`config.mk`:
```
export PLATFORM = sky130hd
export DESIGN_NAME = one_wire_bus_master_unit
export DESIGN_NICKNAME = d
export VERILOG_FILES = /design/src/owbm_pkg.sv /design/src/owbm_seq.sv /design/src/one_wire_bus_master_unit.sv
export VERILOG_INCLUDE_DIRS = /design/src /design/src/src
export SDC_FILE = /design/constraint.sdc
export NUM_CORES = 1
export LEC_CHECK = 0
export ABC_AREA = 1
export BUFFER_PORTS_ARGS = -buffer_cell sky130_fd_sc_hd__buf_2
export CORE_UTILIZATION = 40
export CTS_CLUSTER_SIZE = 16
export DETAILED_ROUTE_END_ITERATION = 6
export GPL_ROUTABILITY_DRIVEN = 1
export SETUP_SLACK_MARGIN = 0.3
export SYNTH_ARGS = -nofsm -noshare
export SYNTH_HDL_FRONTEND = slang
export SYNTH_HIERARCHICAL = 1
export SYNTH_SLANG_ARGS = --single-unit
```
`constraint.sdc`:
```
create_clock -name clk -period 2.5 [get_ports clk]
set_input_delay 0.125 -clock clk [delete_from_list [all_inputs] [get_ports clk]]
set_output_delay 0.125 -clock clk [all_outputs]
set_load 0.005 [all_outputs]
```
`src/one_wire_bus_master_unit_assert.svh`:
```
// Assertion macros shared by the one-wire bus master RTL.
// Every macro samples on clk and is disabled while rst_n is low.
`ifndef ONE_WIRE_BUS_MASTER_UNIT_ASSERT_SVH
`define ONE_WIRE_BUS_MASTER_UNIT_ASSERT_SVH

// The consequence must hold in the same cycle as the condition.
`define OWBM_ASSERT_SAME(lbl, ante, cons, msg) \
  lbl: assert property (@(posedge clk) disable iff (!rst_n) (ante) |-> (cons)) else $error(msg);

// The consequence must hold in the cycle after the condition.
`define OWBM_ASSERT_NEXT(lbl, ante, cons, msg) \
  lbl: assert property (@(posedge clk) disable iff (!rst_n) (ante) |=> (cons)) else $error(msg);

`endif

```
`src/owbm_pkg.sv`:
```
// Types and constants of the one-wire bus master.
// Used by owbm_seq and one_wire_bus_master_unit; depends on nothing else.
package owbm_pkg;

  // Configuration register file: eight timing values of ten bits each.
  localparam int unsigned CFG_COUNT      = 8;
  localparam int unsigned CFG_INDEX_BITS = 3;
  localparam int unsigned CFG_DATA_BITS  = 10;

  typedef logic [CFG_DATA_BITS-1:0] cfg_word_t;
  typedef cfg_word_t [CFG_COUNT-1:0] cfg_regs_t;

  // Register indexes.
  localparam logic [CFG_INDEX_BITS-1:0] REG_RESET_LOW   = 3'd0;
  localparam logic [CFG_INDEX_BITS-1:0] REG_PRES_SAMPLE = 3'd1;
  localparam logic [CFG_INDEX_BITS-1:0] REG_RESET_REC   = 3'd2;
  localparam logic [CFG_INDEX_BITS-1:0] REG_W1_LOW      = 3'd3;
  localparam logic [CFG_INDEX_BITS-1:0] REG_W1_HIGH     = 3'd4;
  localparam logic [CFG_INDEX_BITS-1:0] REG_W0_LOW      = 3'd5;
  localparam logic [CFG_INDEX_BITS-1:0] REG_RD_LOW      = 3'd6;
  localparam logic [CFG_INDEX_BITS-1:0] REG_RD_SAMPLE   = 3'd7;

  // Register values after reset, from the highest index down to index zero.
  localparam cfg_regs_t CFG_RESET_VALS = '{
    10'd10,  // read sample
    10'd3,   // read low
    10'd65,  // write-zero low
    10'd55,  // write-one high
    10'd10,  // write-one low
    10'd490, // reset recovery
    10'd65,  // presence sample
    10'd500  // reset low
  };

  // Fixed slot times in microseconds.
  localparam cfg_word_t WRITE_ZERO_RECOVERY = 10'd5;
  localparam cfg_word_t READ_TAIL_TIME      = 10'd53;

  // Operation codes of an input transaction.
  typedef enum logic [1:0] {
    OP_TICK  = 2'd0,
    OP_RESET = 2'd1,
    OP_WRITE = 2'd2,
    OP_READ  = 2'd3
  } op_t;

  // Bus sequencer phases, one-hot.
  typedef enum logic [9:0] {
    PH_IDLE   = 10'b00_0000_0001,
    PH_RWAIT  = 10'b00_0000_0010,
    PH_RLOW   = 10'b00_0000_0100,
    PH_RREL   = 10'b00_0000_1000,
    PH_RREC   = 10'b00_0001_0000,
    PH_WLOW   = 10'b00_0010_0000,
    PH_WHIGH  = 10'b00_0100_0000,
    PH_RDLOW  = 10'b00_1000_0000,
    PH_RDREL  = 10'b01_0000_0000,
    PH_RDTAIL = 10'b10_0000_0000
  } phase_t;

  // Result of one transaction.
  typedef struct packed {
    logic       pull_low;
    logic       busy;
    logic       done;
    logic [7:0] read_data;
    logic       presence;
    logic       rejected;
  } res_t;

endpackage

```
`src/owbm_seq.sv`:
```
// Bus sequencer of the one-wire bus master: phase, slot timer, bit and byte state.
// Depends on owbm_pkg for phases, operation codes, register layout and result type.
module owbm_seq #(
  parameter int unsigned TIMER_BITS = 10
) (
  input  logic               clk,
  input  logic               rst_n,
  input  logic               step_en,
  input  owbm_pkg::op_t      step_op,
  input  logic [7:0]         step_data,
  input  logic               step_lvl,
  input  owbm_pkg::cfg_regs_t regs,
  output owbm_pkg::res_t     res
);

  localparam int unsigned TB = TIMER_BITS;

  owbm_pkg::phase_t phase_r, phase_nxt;
  logic [TB-1:0]    timer_r, timer_nxt;
  logic [2:0]       bit_idx_r, bit_idx_nxt;
  logic [7:0]       shift_r, shift_nxt;
  logic [7:0]       read_byte_r, read_byte_nxt;
  logic             presence_r, presence_nxt;
  logic             drive_low_r, drive_low_nxt;
  logic             done, rejected;

  logic [TB-1:0]    tdec, whigh_t, tail_t, rec_t;
  logic [2:0]       idx_inc;
  logic             last_bit, cur_bit;
  logic [7:0]       rd_shift;

  // Slot time masked to the timer width, optionally forced to at least one.
  function automatic logic [TB-1:0] dur_f(input owbm_pkg::cfg_word_t v, input logic min1);
    logic [TB-1:0] t;
    t = TB'(v);
    if (min1 && (t == '0)) begin
      t = TB'(1);
    end
    return t;
  endfunction

  // Low time of a write slot for the given bit value.
  function automatic logic [TB-1:0] wlow_f(input logic b, input owbm_pkg::cfg_regs_t r);
    return dur_f(b ? r[owbm_pkg::REG_W1_LOW] : r[owbm_pkg::REG_W0_LOW], 1'b1);
  endfunction

  // Values shared by several phase transitions.
  always_comb begin
    tdec     = (timer_r != '0) ? (timer_r - TB'(1)) : '0;
    idx_inc  = bit_idx_r + 3'd1;
    last_bit = (bit_idx_r == 3'd7);
    cur_bit  = shift_r[bit_idx_r];
    whigh_t  = cur_bit ? dur_f(regs[owbm_pkg::REG_W1_HIGH], 1'b0)
                       : dur_f(owbm_pkg::WRITE_ZERO_RECOVERY, 1'b0);
    tail_t   = dur_f(owbm_pkg::READ_TAIL_TIME, 1'b0);
    rec_t    = dur_f(regs[owbm_pkg::REG_RESET_REC], 1'b0);
    rd_shift = shift_r;
    rd_shift[bit_idx_r] = shift_r[bit_idx_r] | step_lvl;
  end

  // Next state for one transaction. Zero-length released, recovery and tail
  // phases are folded into the transition that would enter them.
  always_comb begin
    phase_nxt     = phase_r;
    timer_nxt     = timer_r;
    bit_idx_nxt   = bit_idx_r;
    shift_nxt     = shift_r;
    read_byte_nxt = read_byte_r;
    presence_nxt  = presence_r;
    drive_low_nxt = drive_low_r;
    done          = 1'b0;
    rejected      = 1'b0;
    if (step_en) begin
      if (step_op != owbm_pkg::OP_TICK) begin
        if (phase_r != owbm_pkg::PH_IDLE) begin
          rejected = 1'b1;
        end else begin
          case (step_op)
            owbm_pkg::OP_RESET: begin
              phase_nxt     = owbm_pkg::PH_RWAIT;
              drive_low_nxt = 1'b0;
              timer_nxt     = '0;
            end
            owbm_pkg::OP_WRITE: begin
              shift_nxt     = step_data;
              bit_idx_nxt   = 3'd0;
              phase_nxt     = owbm_pkg::PH_WLOW;
              drive_low_nxt = 1'b1;
              timer_nxt     = wlow_f(step_data[0], regs);
            end
            owbm_pkg::OP_READ: begin
              shift_nxt     = 8'd0;
              bit_idx_nxt   = 3'd0;
              phase_nxt     = owbm_pkg::PH_RDLOW;
              drive_low_nxt = 1'b1;
              timer_nxt     = dur_f(regs[owbm_pkg::REG_RD_LOW], 1'b1);
            end
            default: begin
            end
          endcase
        end
      end else begin
        case (phase_r)
          owbm_pkg::PH_IDLE: begin
          end
          owbm_pkg::PH_RWAIT: begin
            if (step_lvl) begin
              phase_nxt     = owbm_pkg::PH_RLOW;
              drive_low_nxt = 1'b1;
              timer_nxt     = dur_f(regs[owbm_pkg::REG_RESET_LOW], 1'b1);
            end
          end
          default: begin
            if (tdec != '0) begin
              timer_nxt = tdec;
            end else begin
              // The current timed phase ends on this tick.
              drive_low_nxt = 1'b0;
              timer_nxt     = '0;
              case (phase_r)
                owbm_pkg::PH_RLOW: begin
                  phase_nxt = owbm_pkg::PH_RREL;
                  timer_nxt = dur_f(regs[owbm_pkg::REG_PRES_SAMPLE], 1'b1);
                end
                owbm_pkg::PH_RREL: begin
                  presence_nxt = step_lvl;
                  if (rec_t == '0) begin
                    phase_nxt = owbm_pkg::PH_IDLE;
                    done      = 1'b1;
                  end else begin
                    phase_nxt = owbm_pkg::PH_RREC;
                    timer_nxt = rec_t;
                  end
                end
                owbm_pkg::PH_RREC: begin
                  phase_nxt = owbm_pkg::PH_IDLE;
                  done      = 1'b1;
                end
                owbm_pkg::PH_WLOW: begin
                  if (whigh_t != '0) begin
                    phase_nxt = owbm_pkg::PH_WHIGH;
                    timer_nxt = whigh_t;
                  end else if (last_bit) begin
                    phase_nxt = owbm_pkg::PH_IDLE;
                    done      = 1'b1;
                  end else begin
                    bit_idx_nxt   = idx_inc;
                    phase_nxt     = owbm_pkg::PH_WLOW;
                    drive_low_nxt = 1'b1;
                    timer_nxt     = wlow_f(shift_r[idx_inc], regs);
                  end
                end
                owbm_pkg::PH_WHIGH: begin
                  if (last_bit) begin
                    phase_nxt = owbm_pkg::PH_IDLE;
                    done      = 1'b1;
                  end else begin
                    bit_idx_nxt   = idx_inc;
                    phase_nxt     = owbm_pkg::PH_WLOW;
                    drive_low_nxt = 1'b1;
                    timer_nxt     = wlow_f(shift_r[idx_inc], regs);
                  end
                end
                owbm_pkg::PH_RDLOW: begin
                  phase_nxt = owbm_pkg::PH_RDREL;
                  timer_nxt = dur_f(regs[owbm_pkg::REG_RD_SAMPLE], 1'b1);
                end
                owbm_pkg::PH_RDREL: begin
                  shift_nxt = rd_shift;
                  if (tail_t != '0) begin
                    phase_nxt = owbm_pkg::PH_RDTAIL;
                    timer_nxt = tail_t;
                  end else if (last_bit) begin
                    read_byte_nxt = rd_shift;
                    phase_nxt     = owbm_pkg::PH_IDLE;
                    done          = 1'b1;
                  end else begin
                    bit_idx_nxt   = idx_inc;
                    phase_nxt     = owbm_pkg::PH_RDLOW;
                    drive_low_nxt = 1'b1;
                    timer_nxt     = dur_f(regs[owbm_pkg::REG_RD_LOW], 1'b1);
                  end
                end
                owbm_pkg::PH_RDTAIL: begin
                  if (last_bit) begin
                    read_byte_nxt = shift_r;
                    phase_nxt     = owbm_pkg::PH_IDLE;
                    done          = 1'b1;
                  end else begin
                    bit_idx_nxt   = idx_inc;
                    phase_nxt     = owbm_pkg::PH_RDLOW;
                    drive_low_nxt = 1'b1;
                    timer_nxt     = dur_f(regs[owbm_pkg::REG_RD_LOW], 1'b1);
                  end
                end
                default: begin
                  phase_nxt = owbm_pkg::PH_IDLE;
                end
              endcase
            end
          end
        endcase
      end
    end
  end

  // State registers.
  always_ff @(posedge clk) begin
    if (!rst_n) begin
      phase_r     <= owbm_pkg::PH_IDLE;
      timer_r     <= '0;
      bit_idx_r   <= 3'd0;
      shift_r     <= 8'd0;
      read_byte_r <= 8'd0;
      presence_r  <= 1'b1;
      drive_low_r <= 1'b0;
    end else begin
      phase_r     <= phase_nxt;
      timer_r     <= timer_nxt;
      bit_idx_r   <= bit_idx_nxt;
      shift_r     <= shift_nxt;
      read_byte_r <= read_byte_nxt;
      presence_r  <= presence_nxt;
      drive_low_r <= drive_low_nxt;
    end
  end

  // Result reflects the state after this transaction.
  always_comb begin
    res.pull_low  = drive_low_nxt;
    res.busy      = (phase_nxt != owbm_pkg::PH_IDLE);
    res.done      = done;
    res.read_data = read_byte_nxt;
    res.presence  = presence_nxt;
    res.rejected  = rejected;
  end

endmodule

```
`src/one_wire_bus_master_unit.sv`:
```
// Top level of the one-wire bus master: input register, configuration registers,
// result register. Depends on owbm_pkg, owbm_seq and one_wire_bus_master_unit_assert.svh.
//
// One-wire bus master. Each input transaction is either a one-microsecond tick
// carrying the sampled bus level or a command (reset with presence detect, write
// byte, read byte); each gives exactly one result showing whether to pull the bus
// low for the next microsecond, plus busy, done, read byte, presence sample and a
// rejected flag for commands arriving while busy. Slot timing comes from eight
// ten-bit registers written through the cfg_ port; the user must write them only
// while the block is idle, which the block itself does not enforce. The block takes
// one transaction per clock while the result side does not stall: a transaction is
// held in the input register while the sequencer updates its state; its result is
// loaded into the result register as the input register moves on, raising out_valid.
// Stalls on the result side back up into the input register and then into in_stall.
`include "one_wire_bus_master_unit_assert.svh"

module one_wire_bus_master_unit #(
  parameter int unsigned TIMER_BITS = 10
) (
  input  logic                                clk,
  input  logic                                rst_n,
  // Input channel
  input  logic                                in_valid,
  output logic                                in_stall,
  input  logic [1:0]                          in_operation,
  input  logic [7:0]                          in_write_data,
  input  logic                                in_line_level,
  // Result channel
  output logic                                out_valid,
  input  logic                                out_stall,
  output logic                                out_pull_low,
  output logic                                out_busy_res,
  output logic                                out_done_res,
  output logic [7:0]                          out_read_data,
  output logic                                out_presence_level,
  output logic                                out_command_rejected,
  // Configuration write channel
  input  logic                                cfg_valid,
  output logic                                cfg_ready,
  input  logic [owbm_pkg::CFG_INDEX_BITS-1:0] cfg_index,
  input  logic [owbm_pkg::CFG_DATA_BITS-1:0]  cfg_data
);

  logic                s1_valid_r;
  owbm_pkg::op_t       s1_op_r;
  logic [7:0]          s1_data_r;
  logic                s1_lvl_r;
  logic                out_valid_r;
  owbm_pkg::res_t      out_res_r;
  owbm_pkg::res_t      seq_res;
  owbm_pkg::cfg_regs_t cfg_regs_r;
  logic                advance;
  logic                in_take;

  // Pipeline flow: the input register moves on when the result register is free.
  assign advance  = s1_valid_r && (!out_valid_r || !out_stall);
  assign in_stall = s1_valid_r && !advance;
  assign in_take  = in_valid && !in_stall;

  // Input register.
  always_ff @(posedge clk) begin
    if (!rst_n) begin
      s1_valid_r <= 1'b0;
    end else if (in_take) begin
      s1_valid_r <= 1'b1;
    end else if (advance) begin
      s1_valid_r <= 1'b0;
    end
  end

  always_ff @(posedge clk) begin
    if (in_take) begin
      s1_op_r   <= owbm_pkg::op_t'(in_operation);
      s1_data_r <= in_write_data;
      s1_lvl_r  <= in_line_level;
    end
  end

  // Configuration registers; every write transaction is taken at once.
  assign cfg_ready = 1'b1;

  always_ff @(posedge clk) begin
    if (!rst_n) begin
      cfg_regs_r <= owbm_pkg::CFG_RESET_VALS;
    end else if (cfg_valid && cfg_ready) begin
      cfg_regs_r[cfg_index] <= cfg_data;
    end
  end

  // Bus sequencer.
  owbm_seq #(
    .TIMER_BITS (TIMER_BITS)
  ) u_seq (
    .clk       (clk),
    .rst_n     (rst_n),
    .step_en   (advance),
    .step_op   (s1_op_r),
    .step_data (s1_data_r),
    .step_lvl  (s1_lvl_r),
    .regs      (cfg_regs_r),
    .res       (seq_res)
  );

  // Result register.
  always_ff @(posedge clk) begin
    if (!rst_n) begin
      out_valid_r <= 1'b0;
    end else if (advance) begin
      out_valid_r <= 1'b1;
    end else if (!out_stall) begin
      out_valid_r <= 1'b0;
    end
  end

  always_ff @(posedge clk) begin
    if (advance) begin
      out_res_r <= seq_res;
    end
  end

  assign out_valid            = out_valid_r;
  assign out_pull_low         = out_res_r.pull_low;
  assign out_busy_res         = out_res_r.busy;
  assign out_done_res         = out_res_r.done;
  assign out_read_data        = out_res_r.read_data;
  assign out_presence_level   = out_res_r.presence;
  assign out_command_rejected = out_res_r.rejected;

  // A finished sequence leaves the bus idle.
  `OWBM_ASSERT_SAME(a_done_idle, out_valid_r && out_res_r.done, !out_res_r.busy, "done while busy")
  // A rejected command never completes anything and only happens while busy.
  `OWBM_ASSERT_SAME(a_reject_busy, out_valid_r && out_res_r.rejected, out_res_r.busy && !out_res_r.done, "bad reject")
  // The bus is only driven low inside a sequence.
  `OWBM_ASSERT_SAME(a_pull_busy, out_valid_r && out_res_r.pull_low, out_res_r.busy, "pull low while idle")
  // A transaction blocked in the input register is not lost.
  `OWBM_ASSERT_NEXT(a_s1_hold, s1_valid_r && !advance, s1_valid_r, "input transaction dropped")

endmodule
```
==> reports/qor.csv <==
stage,metric,value,unit
clocking,path_clk_slew,0.07,ns
final_layout,utilization,52.0,%
hold_path,worstHoldPathType,in2reg,
route,drtPass1Iterations,5,
global_routing,grt_max_degree,99,
floorplanning,rows,52,
route,ant_nets,0,
synth,synth_cell_type_count,44,
final_layout,n_antenna_cell,0,
floorplanning,core-area,0.0205,sq mm
placed_design,gp_congestion,0.925,
synth,syn-num-nets,1325,
clocking,cts.htree.levels,4,
timing,worst_slew_pin_slew,0.899,ns
floorplanning,initial_core_util,41.2,%
critical_path,worstSetupEndpointType,flop,
flow_run,drv_cap,0,
synth,syn_avg_cell_area,6.53,sq um
route,drt-initial-drc-count,689,
clocking,cts_num_sinks,147,
final_layout,layout-drive-gt1-share,21.7,%
synth,async_flop_share,0,%
final_layout,nets,1440,
route,post_drt_wl_per_cell,16.1,um
synth,synth_warnings,6,
power_and_ir_drop,p_leak,0.00485,uW
route,vias,8783,
floorplanning,die_y,147,um
floorplanning,die_w,147,um
clocking,cts_buffers,17,
timing,setup_viol,0,
final_layout,layout_commonest_cell,nand2_1,
synth,syn_inst,1293,
clocking,cts_tree,yes,
timing,finalHoldViolations,0,
synth,ys_ff_latch,147,
synth,synth_ff_type,dfxtp_1,
clocking,cts_root_buffer,clkbuf_16,
critical_path,cp_max_fo,6,
route,vias_per_cell,5.19,
timing,period_share,90.5,%
timing,fmax,0.442,GHz
timing,rsz0062_at_grt,true,
placed_design,port-buffer-count,43,
outcome,status,completed,
timing,tns,0,ns
route,wl,27.2,mm
timing,period_needed,2.26,ns
critical_path,cp_data_required_time,2.87,ns
final_layout,syn_to_final_growth,26.3,%
global_routing,grt_usage,25.2,%
timing,skew,0.0150,ns
synth,synth_area,0.00844,sq mm
clocking,clk_latency,0.44,ns
timing,maxSlewViolCount,0,
floorplanning,fp.dieArea,0.0217,sq mm
final_layout,final_cell_mix,"nand2_1 (337), nor2_1 (192), inv_1 (135), nand3_1 (125), dfxtp_1 (116)",
placed_design,hpwl,19.5,mm
timing,slew_headroom,40.0,%
route,route.detailed.drc,0,
synth,synth_edf_count,24,
synth,synth_seq_area_share,37.7,%
critical_path,criticalPathCategory,reg2reg,
clocking,cts_max_path_buffers,2,
global_routing,overflow,0,
final_layout,fillers,2071,
global_routing,grt_antenna_before_repair,0,
power_and_ir_drop,vdd_ir_drop_max,437,uV
floorplanning,ios,45,
global_routing,grt_first_pass_wirelength,42.7,mm
critical_path,cp.arrival,2.63,ns
critical_path,setup.worst_path.start_class,flop,
global_routing,grt_pass1_vias,8080,
power_and_ir_drop,power.density,620,mW/mm^2
-- routing by layer --
layer	routed length, um	track usage, %
met1	12500	33.4
met2	12700	40.9
met3	1270	4.44
met4	758	9.28
met5	0	0
-- logic make-up after synthesis --
group                    Yosys count  share of synthesized area (%)
buffers and inverters            199                           9.99
adder cells (fa/ha/maj)            3                          0.445
other                              1                         0.0444
AND/OR/NAND/NOR                  779                           40.3
XOR/XNOR                           1                          0.104
flip-flops                       147                           37.7
AO/OA/AOI/OAI                    163                           11.5
-- path summary, 6_finish.rpt --
kind                                 start                             to  slack (ns)  depth (start not counted)
max reg2reg  u_seq/timer_r[1]$_SDFFE_PN0P_  u_seq/timer_r[6]$_SDFFE_PN0P_        0.24                         17
min reg2reg    cfg_regs_r[50]$_SDFFE_PN1P_    cfg_regs_r[50]$_SDFFE_PN1P_        0.46                          2
max          u_seq/timer_r[1]$_SDFFE_PN0P_  u_seq/timer_r[6]$_SDFFE_PN0P_        0.24                         17
min                            cfg_data[3]    cfg_regs_r[73]$_SDFFE_PN1P_        0.01                          3
-- stage by stage --
step	instances	worst slack (ns)	area (sq um)	hold WS (ns)	power, uW
after floorplan	1293	0.302	8460	0.224	3480
after global placement	1620	0.0644	9210	0.303	3830
after detailed placement	1620	-0.00323	9210	0.304	3830
after CTS	1682	0.286	10300	0.0131	6470
after global routing	1691	0.136	10700	0.0118	6900
final	1691	0.238	10700	0.0149	6610
-- synthesized netlist by cell type (6+ instances only) --
library cell | instances | share of area [%]
nand2_1 | 353 | 16
nor2_1 | 213 | 9.5
inv_1 | 142 | 6.3
nand3_1 | 133 | 7.9
dfxtp_1 | 123 | 29
o21ai_0 | 61 | 3.6
a21oi_1 | 54 | 3.2
edfxtp_1 | 24 | 8.5
nor2_2 | 16 | 1.2
clkbuf_1 | 15 | 0.67
nand4_1 | 14 | 1.0
nor3_1 | 13 | 0.77
o211ai_1 | 12 | 1.1
buf_4 | 10 | 0.89
inv_2 | 9 | 0.40
a211oi_2 | 8 | 1.2
a221oi_1 | 8 | 0.83
buf_6 | 7 | 0.93
nand2_2 | 7 | 0.52
buf_1 | 6 | 0.27
-- layout make-up --
type / instances / area [sq um] / share of cell area, %
Clock buffer: 19 / 464 / 4.35
Clock inverter: 13 / 111 / 1.04
Inverter: 156 / 607 / 5.69
Multi-Input combinational cell: 949 / 4900 / 46.0
Sequential cell: 147 / 3200 / 30.0
Tap cell: 270 / 338 / 3.17
Timing Repair Buffer: 137 / 1040 / 9.79
-- worst max-delay path: stages (launching register included) --
cell	delay [ns]
dfxtp_2	0.37
inv_2	0.05
ha_4	0.16
buf_6	0.12
nand3_1	0.09
nand2_1	0.09
nand3_4	0.11
nand2_4	0.07
nor2_8	0.15
nand3_4	0.14
nor2_4	0.18
buf_6	0.15
buf_4	0.11
buf_4	0.11
a21oi_2	0.07
nand2_1	0.06
nand2_1	0.04
a21oi_1	0.11
-- sequential cells by signal, summed over array words and instances (netlist names), 2 cells and up --
register           flops
s1_data_r              8
u_seq/shift_r          8
u_seq/read_byte_r      8
cfg_regs_r            80
u_seq/timer_r         10
u_seq/phase_r         10
out_read_data          8
s1_op_r                2
u_seq/bit_idx_r        3
-- where the power goes --
part	internal, uW	total [uW]	switching, uW
clock network	1390	2550	1160
logic	537	1460	925
registers	2500	2600	92.2
total	4430	6610	2180
-- what timing repair did --
item | 4_1_cts | 5_1_grt
hold buffers | 20 | 0
endpoints found under the setup margin | 41 | 43
gates cloned | 2 | 1
buffers inserted | 8 | 8
pin swaps | 18 | 24
hold endpoints to repair | 29 | 0
resized for setup | 74 | 74
No activity file was read; power rests on OpenSTA's default activity.
